File: src/design/pfde_pkg.sv
`default_nettype none

package pfde_pkg;

  // coordinate width: holds -4096..4095 signed
  localparam int CW    = 13;
  // byte index inside one buffer, and index plus buffer offset
  localparam int IDX_W = 17;
  localparam int SUM_W = 18;

  localparam logic [2:0] KIND_SET_PIXEL  = 3'd0;
  localparam logic [2:0] KIND_FILL_RECT  = 3'd1;
  localparam logic [2:0] KIND_BLIT_BEGIN = 3'd2;
  localparam logic [2:0] KIND_BLIT_BYTE  = 3'd3;
  localparam logic [2:0] KIND_SWAP       = 3'd4;
  localparam logic [2:0] KIND_READ_FRONT = 3'd5;

  // pixel source for the read-modify-write
  localparam logic [1:0] SRC_ITEM = 2'd0;
  localparam logic [1:0] SRC_FILL = 2'd1;
  localparam logic [1:0] SRC_BLIT = 2'd2;

  typedef struct packed {
    logic [2:0]        kind;
    logic [9:0]        read_index;
    logic [7:0]        data_byte;
    logic              msb_first;
    logic              pixel_on;
    logic [9:0]        area_height;
    logic [9:0]        area_width;
    logic signed [10:0] pos_y;
    logic signed [10:0] pos_x;
  } item_t;

  typedef struct packed {
    logic       clr_step;
    logic       load_item;
    logic       fill_init;
    logic       fill_adv;
    logic       blit_begin;
    logic       byte_start;
    logic       blit_adv;
    logic       pix_rd;
    logic       pix_wr;
    logic       swap;
    logic       front_rd;
    logic       out_load;
    logic       out_status;
    logic [1:0] src;
  } cmd_t;

  typedef struct packed {
    logic       clr_last;
    logic [2:0] kind;
    logic       blit_live;
    logic       fill_empty;
    logic       fill_last;
    logic       blit_end;
    logic       bit_last;
  } stat_t;

endpackage

`default_nettype wire

File: src/design/pfde_ctrl.sv
`default_nettype none

module pfde_ctrl import pfde_pkg::*; (
  input  wire logic  clk,
  input  wire logic  rst_n,
  input  wire logic  in_valid,
  output logic       in_ready,
  output logic       out_valid,
  input  wire logic  out_ready,
  input  wire stat_t stat,
  output cmd_t       cmd
);

  localparam logic [2:0] S_CLR  = 3'd0;
  localparam logic [2:0] S_IDLE = 3'd1;
  localparam logic [2:0] S_DISP = 3'd2;
  localparam logic [2:0] S_FILL = 3'd3;
  localparam logic [2:0] S_PRD  = 3'd4;
  localparam logic [2:0] S_PWR  = 3'd5;
  localparam logic [2:0] S_DONE = 3'd6;
  localparam logic [2:0] S_SPARE = 3'd7;

  logic [2:0] state_r, state_nxt;
  logic [1:0] src_r, src_nxt;
  logic       ign_r, ign_nxt;
  logic       out_valid_r, out_valid_nxt;

  always_comb begin
    state_nxt     = state_r;
    src_nxt       = src_r;
    ign_nxt       = ign_r;
    out_valid_nxt = out_valid_r;
    cmd           = '0;
    cmd.src       = src_r;
    cmd.out_status = ign_r;
    in_ready      = 1'b0;

    if (out_valid_r && out_ready) begin
      out_valid_nxt = 1'b0;
    end

    unique case (state_r)
      S_CLR: begin
        cmd.clr_step = 1'b1;
        if (stat.clr_last) begin
          state_nxt = S_IDLE;
        end
      end
      S_IDLE: begin
        in_ready = 1'b1;
        if (in_valid) begin
          cmd.load_item = 1'b1;
          state_nxt     = S_DISP;
        end
      end
      S_DISP: begin
        ign_nxt   = 1'b0;
        state_nxt = S_DONE;
        unique case (stat.kind)
          KIND_SET_PIXEL: begin
            src_nxt   = SRC_ITEM;
            state_nxt = S_PRD;
          end
          KIND_FILL_RECT: begin
            cmd.fill_init = 1'b1;
            src_nxt       = SRC_FILL;
            state_nxt     = S_FILL;
          end
          KIND_BLIT_BEGIN: begin
            cmd.blit_begin = 1'b1;
          end
          KIND_BLIT_BYTE: begin
            if (stat.blit_live) begin
              cmd.byte_start = 1'b1;
              src_nxt        = SRC_BLIT;
              state_nxt      = S_PRD;
            end else begin
              ign_nxt = 1'b1;
            end
          end
          KIND_SWAP: begin
            cmd.swap = 1'b1;
          end
          KIND_READ_FRONT: begin
            cmd.front_rd = 1'b1;
          end
          default: begin
          end
        endcase
      end
      S_FILL: begin
        state_nxt = stat.fill_empty ? S_DONE : S_PRD;
      end
      S_PRD: begin
        cmd.pix_rd = 1'b1;
        state_nxt  = S_PWR;
      end
      S_PWR: begin
        cmd.pix_wr = 1'b1;
        unique case (src_r)
          SRC_FILL: begin
            cmd.fill_adv = 1'b1;
            state_nxt    = stat.fill_last ? S_DONE : S_PRD;
          end
          SRC_BLIT: begin
            cmd.blit_adv = 1'b1;
            state_nxt    = (stat.blit_end || stat.bit_last) ? S_DONE : S_PRD;
          end
          default: begin
            state_nxt = S_DONE;
          end
        endcase
      end
      S_DONE: begin
        if (!out_valid_r || out_ready) begin
          cmd.out_load  = 1'b1;
          out_valid_nxt = 1'b1;
          state_nxt     = S_IDLE;
        end
      end
      S_SPARE: begin
        state_nxt = S_IDLE;
      end
      default: begin
        state_nxt = S_IDLE;
      end
    endcase
  end

  always_ff @(posedge clk) begin
    if (!rst_n) begin
      state_r     <= S_CLR;
      src_r       <= SRC_ITEM;
      ign_r       <= 1'b0;
      out_valid_r <= 1'b0;
    end else begin
      state_r     <= state_nxt;
      src_r       <= src_nxt;
      ign_r       <= ign_nxt;
      out_valid_r <= out_valid_nxt;
    end
  end

  assign out_valid = out_valid_r;

endmodule

`default_nettype wire

File: config.mk
export PLATFORM = sky130hd
export DESIGN_NAME = pfde_ctrl
export DESIGN_NICKNAME = d
export VERILOG_FILES = /design/src/design/pfde_pkg.sv /design/src/design/pfde_ctrl.sv
export SDC_FILE = /design/constraint.sdc
export NUM_CORES = 1
export LEC_CHECK = 0
export ABC_AREA = 1
export BUFFER_PORTS_ARGS = -buffer_cell sky130_fd_sc_hd__buf_2
export CAP_MARGIN = 5
export CORE_AREA = 2 2 43 45
export CTS_BUF_LIST = sky130_fd_sc_hd__clkbuf_8 sky130_fd_sc_hd__clkbuf_16
export CTS_CLUSTER_DIAMETER = 120
export CTS_CLUSTER_SIZE = 24
export DETAILED_ROUTE_END_ITERATION = 8
export DIE_AREA = 0 0 45 47
export PLACE_DENSITY = 0.69
export SLEW_MARGIN = 0
export SYNTH_ARGS = -nofsm -noshare
export SYNTH_HDL_FRONTEND = slang
export SYNTH_SLANG_ARGS = --single-unit
export TNS_END_PERCENT = 20
File: constraint.sdc
create_clock -name clk -period 1.53 [get_ports clk]
set_clock_uncertainty 0.2 [all_clocks]
set_input_delay 0.459 -clock clk [delete_from_list [all_inputs] [get_ports clk]]
set_output_delay 0.459 -clock clk [all_outputs]
set_load 0.01 [all_outputs]
==> impl_metrics.tcl, run 1 <==
set metrics [dict create \
    status "finished with violations" \
    violations "negative setup slack" \
    drc 0 \
    min-delay-start "rst_n" \
    worst-slew-pin-transition_ns 0.1975 \
    slew_headroom 0.8673 \
    fin_hold_ws_ns 0.2942 \
    cts_tree "yes" \
    ys_types 21 \
    finish.instance_area_sq_mm 0.001090 \
    nNetsFinal 163 \
    cts_root_buf "clkbuf_8" \
    area.growth.synth_to_final_pct 82.22 \
    gp_congestion 0.8020 \
    core_area_sq_mm 0.001652 \
    drv_slew 0 \
    rows 15 \
    die-area_sq_mm 0.002115 \
    clkLatencyLatePin_ns 0.23 \
    max-vdd-ir-drop_uv 828.5 \
    cts.clk_slew.worst_paths_ns 0.04 \
    placed_area_sq_um 928.4 \
    syn_inst 94 \
    port_buffers 29 \
    vias_per_cell 4.761 \
    wl_per_cell_microns 10.74 \
    reg2reg_depth 9 \
    cts.sinks 7 \
    power_uw 594.8 \
    yosysWarnings 0 \
    hold_depth 3 \
    worstReg2RegStart "state_r[1]" \
    avgSynthCellArea_sq_um 6.362 \
    cp_slowest_cell "dfxtp_4" \
    crit_chain "nand2_4 > nor2_4 > inv_4 > nor4_4 > buf_2" \
    postRouteAntennaNets 0 \
    drt_iter0_drc 10 \
    fmax_mhz 541.6 \
    antennaDiodeCount 0 \
    antenna_found_initial 0 \
    mostFrequentLayoutCell "buf_2" \
    num_vias 776 \
    cp-start-kind "flop" \
    hpwl_mm 1.367 \
    htreeDepth 1 \
    io_pins 30 \
    die_y_microns 47 \
    start_util 0.3621 \
    synthesis.nets 110 \
    hold_viol 0 \
    dieWidth_microns 45 \
    setup_ws_ns -0.3165 \
    endpoint_kind "output pin" \
    nFillCells 141 \
    cp.arrival_ns 1.19 \
    ys_seq_elements 7 \
    drtPass1Iterations 4 \
    min_period_over_period 1.207 \
    hold_path.class "input pin to flop" \
    most-common-layout-cells "26 x buf_2, 19 x buf_4, 14 x inv_1" \
    max_stage_delay_ns 0.38 \
    cts_max_path_buffers 2 \
    overflow 0 \
    worstSetupPathType "flop to output pin" \
    cts_made_buffers 3 \
    setup_violations 17 \
    p_leak_uw 0.0005343 \
    p_per_area_mw_per_mm2 545.8 \
    fin_crit_ns 1.846 \
    grt_pass1_wl_mm 2.677 \
    grt_pass1_vias 667 \
    grt_usage 0.1752 \
    worstPathRequired_ns 0.87 \
    ys_seq_area_frac 0.2343 \
    drt-total-wl_mm 1.751 \
    synth_area_sq_um 598.1 \
    fin_util 0.6598 \
    startpoint "state_r[1]" \
    grt_setup_unrepaired "yes" \
    path_max_fanout 5 \
    maxCapViolations 0 \
    grt_max_degree 9 \
    drive_gt1_frac 0.5753 \
]
-- worst max-delay path: cells and delay by family, from the launching register on --
family	cells	cell delay (ns)
flip-flops	1	0.38
buffers and inverters	2	0.25
AND/OR/NAND/NOR	3	0.34
-- kinds of logic after synthesis --
kind of cell / share of synthesized area
AND/OR/NAND/NOR: 0.4121
adder cells (fa/ha/maj): 0.06277
flip-flops: 0.2343
AO/OA/AOI/OAI: 0.1339
buffers and inverters: 0.1569
-- Yosys cell counts, drive strengths merged --
cell    count  area, sq um
o211ai      1        7.510
nor3        4        25.02
buf         3        22.52
nand2      17        68.81
inv        19        71.32
nand3       7        35.03
nor4        2        12.51
o21ai       2        10.01
ha          3        37.54
nand4       2        12.51
o21bai      1        7.510
dfxtp       7        140.1
nor2       18        92.59
a21oi       8        55.06
-- repair_timing --
action                                  CTS  global route
pin swaps                                 1             2
endpoints found under the setup margin   16            18
hold buffers                              0             0
cloned                                    0             0
gates resized for setup                  17             6
setup buffers                             4             1
-- where the power goes --
group	leakage [uW]	switching [uW]	internal (uW)	total, uW
logic	0.000449	80.5	66.4	147
clock network	0.0000269	79.4	173	253
registers	0.0000586	7.88	187	195
-- final timing paths --
kind / endpoint / slack [ns]
setup reg to reg: src_r[0] / -0.08
hold reg to reg: src_r[1] / 0.31
setup / recovery: cmd[5] / -0.32
hold / removal: state_r[0] / 0.29
-- final cells by class --
cell class	count	area, sq um	area share
sequential	7	148.9	0.1366
tap	17	21.27	0.01952
timing repair buffer	51	340.3	0.3123
inverter	19	80.08	0.07348
multi-input combinational	65	454.2	0.4168
clock inverter	1	3.754	0.003444
clock buffer	3	41.29	0.03789
-- metrics by stage --
step,setup WS [ns],TNS [ns],instances
final,-0.3165,-3.357,163
after floorplan,-0.05613,-0.3693,94
after global placement,-0.2386,-1.709,154
after detailed placement,-0.2747,-2.168,154
after global routing,-0.3824,-4.323,163
after CTS,-0.3426,-3.312,162
-- per-layer routing --
| layer | track usage | part of all wire |
|---|---|---|
| met1 | 0.2140 | 0.41 |
| met4 | 0.04118 | 0.0051 |
| met3 | 0.03462 | 0.050 |
| met2 | 0.3171 | 0.53 |
| met5 | 0 | 0 |
-- sequential cells by signal, summed over array words and instances (netlist names) --
signal     cells
ign_r          1
src_r          2
state_r        3
out_valid      1
Note: power is estimated with default switching activity, not from simulation.
==> run 2: changes to the inputs <==
--- a/config.mk
+++ b/config.mk
@@ -8,13 +8,14 @@
 export ABC_AREA = 1
 export BUFFER_PORTS_ARGS = -buffer_cell sky130_fd_sc_hd__buf_2
 export CAP_MARGIN = 5
-export CORE_AREA = 2 2 43 45
-export CTS_BUF_LIST = sky130_fd_sc_hd__clkbuf_8 sky130_fd_sc_hd__clkbuf_16
+export CORE_AREA = 2 2 42 44
+export CTS_BUF_LIST = sky130_fd_sc_hd__clkbuf_4
 export CTS_CLUSTER_DIAMETER = 120
 export CTS_CLUSTER_SIZE = 24
 export DETAILED_ROUTE_END_ITERATION = 8
-export DIE_AREA = 0 0 45 47
-export PLACE_DENSITY = 0.69
+export DIE_AREA = 0 0 44 46
+export PLACE_DENSITY = 0.72
+export SKIP_LAST_GASP = 1
 export SLEW_MARGIN = 0
 export SYNTH_ARGS = -nofsm -noshare
 export SYNTH_HDL_FRONTEND = slang
==> impl_metrics.tcl, run 2 (synthesized netlist as in run 1, its figures left out) <==
set metrics [dict create \
    status "finished with violations" \
    violations "negative setup slack" \
    drtPass1Iterations 4 \
    grt_setup_unrepaired "yes" \
    grt_max_degree 9 \
    top_register "state_r" \
    worstPathRequired_ns 0.87 \
    hold_buffers 0 \
    hold_viol 0 \
    cp-start-kind "flop" \
    mostFrequentLayoutCell "buf_2" \
    drive_gt1_frac 0.5497 \
    rows 15 \
    clkLatencyLatePin_ns 0.26 \
    maxCapViolations 0 \
    max-vdd-ir-drop_uv 303.8 \
    worst-slew-pin-transition_ns 0.2361 \
    port_buffers 29 \
    fmax_mhz 531.4 \
    io_pins 30 \
    p_per_area_mw_per_mm2 499.2 \
    core_area_sq_mm 0.001614 \
    gp_congestion 0.7849 \
    cts_made_buffers 3 \
    setup_violations 15 \
    drc 0 \
    cts.sinks 7 \
    nNetsFinal 168 \
    die-area_sq_mm 0.002024 \
    fin_crit_ns 1.882 \
    antennaDiodeCount 0 \
    area.growth.synth_to_final_pct 77.41 \
    cts_tree "yes" \
    num_vias 786 \
    dieWidth_microns 44 \
    path_max_fanout 4 \
    hold_path.class "input pin to flop" \
    postRouteAntennaNets 0 \
    cts_max_path_buffers 2 \
    reg2reg_depth 8 \
    slew_headroom 0.8414 \
    vias_per_cell 4.679 \
    nFillCells 150 \
    start_util 0.3705 \
    most-common-layout-cells "29 x buf_2, 26 x buf_4, 14 x inv_1, 14 x nand2_1, 12 x nor2_1" \
    fin_setup_tns_ns -3.904 \
    largest_reg_flops 3 \
    grt_pass1_vias 735 \
    antenna_found_initial 0 \
    min_period_over_period 1.230 \
    p_leak_uw 0.0005379 \
    cts.clk_slew.worst_paths_ns 0.05 \
    startpoint "state_r[2]" \
    grt_usage 0.1951 \
    top_regs "state_r x3, src_r x2" \
    min-delay-start "rst_n" \
    pre_cts_ws_ns -0.2839 \
    htreeDepth 1 \
    setup_ws_ns -0.3517 \
    cp.arrival_ns 1.22 \
    fin_hold_ws_ns 0.2637 \
    drv_slew 0 \
    overflow 0 \
    worstReg2RegStart "state_r[1]" \
    die_y_microns 46 \
    rrSetupSlack_ns -0.03 \
    endpoint_kind "output pin" \
    worstSetupPathType "flop to output pin" \
    grt_pass1_wl_mm 2.835 \
    holdPathEnd "ign_r" \
    wl_per_cell_microns 9.792 \
    drt-total-wl_mm 1.645 \
    drt_iter0_drc 16 \
    hpwl_mm 1.373 \
    cts_root_buf "clkbuf_4" \
    fin_util 0.6574 \
    r2r-end "state_r[2]" \
    hold_depth 3 \
]
## run 2: repair_timing
action                                  in CTS  in global routing
endpoints found under the setup margin      16                 19
resized for setup                            4                  3
pin swaps                                    2                  2
buffers inserted                             2                  0
## run 2: worst max-delay path: stages (launching register included)
cell	delay [ns]
dfxtp_2	0.33
inv_4	0.09
nand2_4	0.06
nor2_4	0.12
buf_4	0.14
nand3_2	0.07
inv_2	0.05
buf_2	0.11
## run 2: routing by layer
layer / wire [microns] / track usage
met4: 40 / 0.1091
met1: 657 / 0.1939
met3: 105 / 0.05952
met5: 0 / 0
met2: 841 / 0.3588
## run 2: area by class of cell
class | instances | area, sq um | area share
multi-input cells | 65 | 422.9 | 0.3986
repair buffers | 56 | 360.3 | 0.3396
flip-flops and latches | 7 | 146.4 | 0.1380
inverters | 19 | 80.08 | 0.07547
clock buffers | 4 | 30.03 | 0.02830
well taps | 17 | 21.27 | 0.02005
## run 2: per-stage QoR
| step | total power [uW] | instances | cell area [sq um] |
|---|---|---|---|
| finish | 529.7 | 168 | 1061 |
| detailed placement | 341.5 | 162 | 988.4 |
| CTS | 537.2 | 168 | 1057 |
| global placement | 337.4 | 162 | 988.4 |
| global route | 574.1 | 168 | 1061 |
| floorplan | 276.9 | 94 | 669.4 |
## run 2: worst max path at each step
stage	end	slack (ns)	cells after the start
after floorplan	cmd[4]	-0.06	5
after global placement	cmd[12]	-0.27	6
after detailed placement	cmd[12]	-0.28	6
after CTS	cmd[4]	-0.38	6
after global routing	cmd[9]	-0.44	7
final	cmd[9]	-0.35	7
## run 2: power breakdown
group	total, uW	internal (uW)	switching [uW]
sequential	194	188	6.02
clock	190	117	72.4
combinational	146	68.3	77.5
total	530	374	156
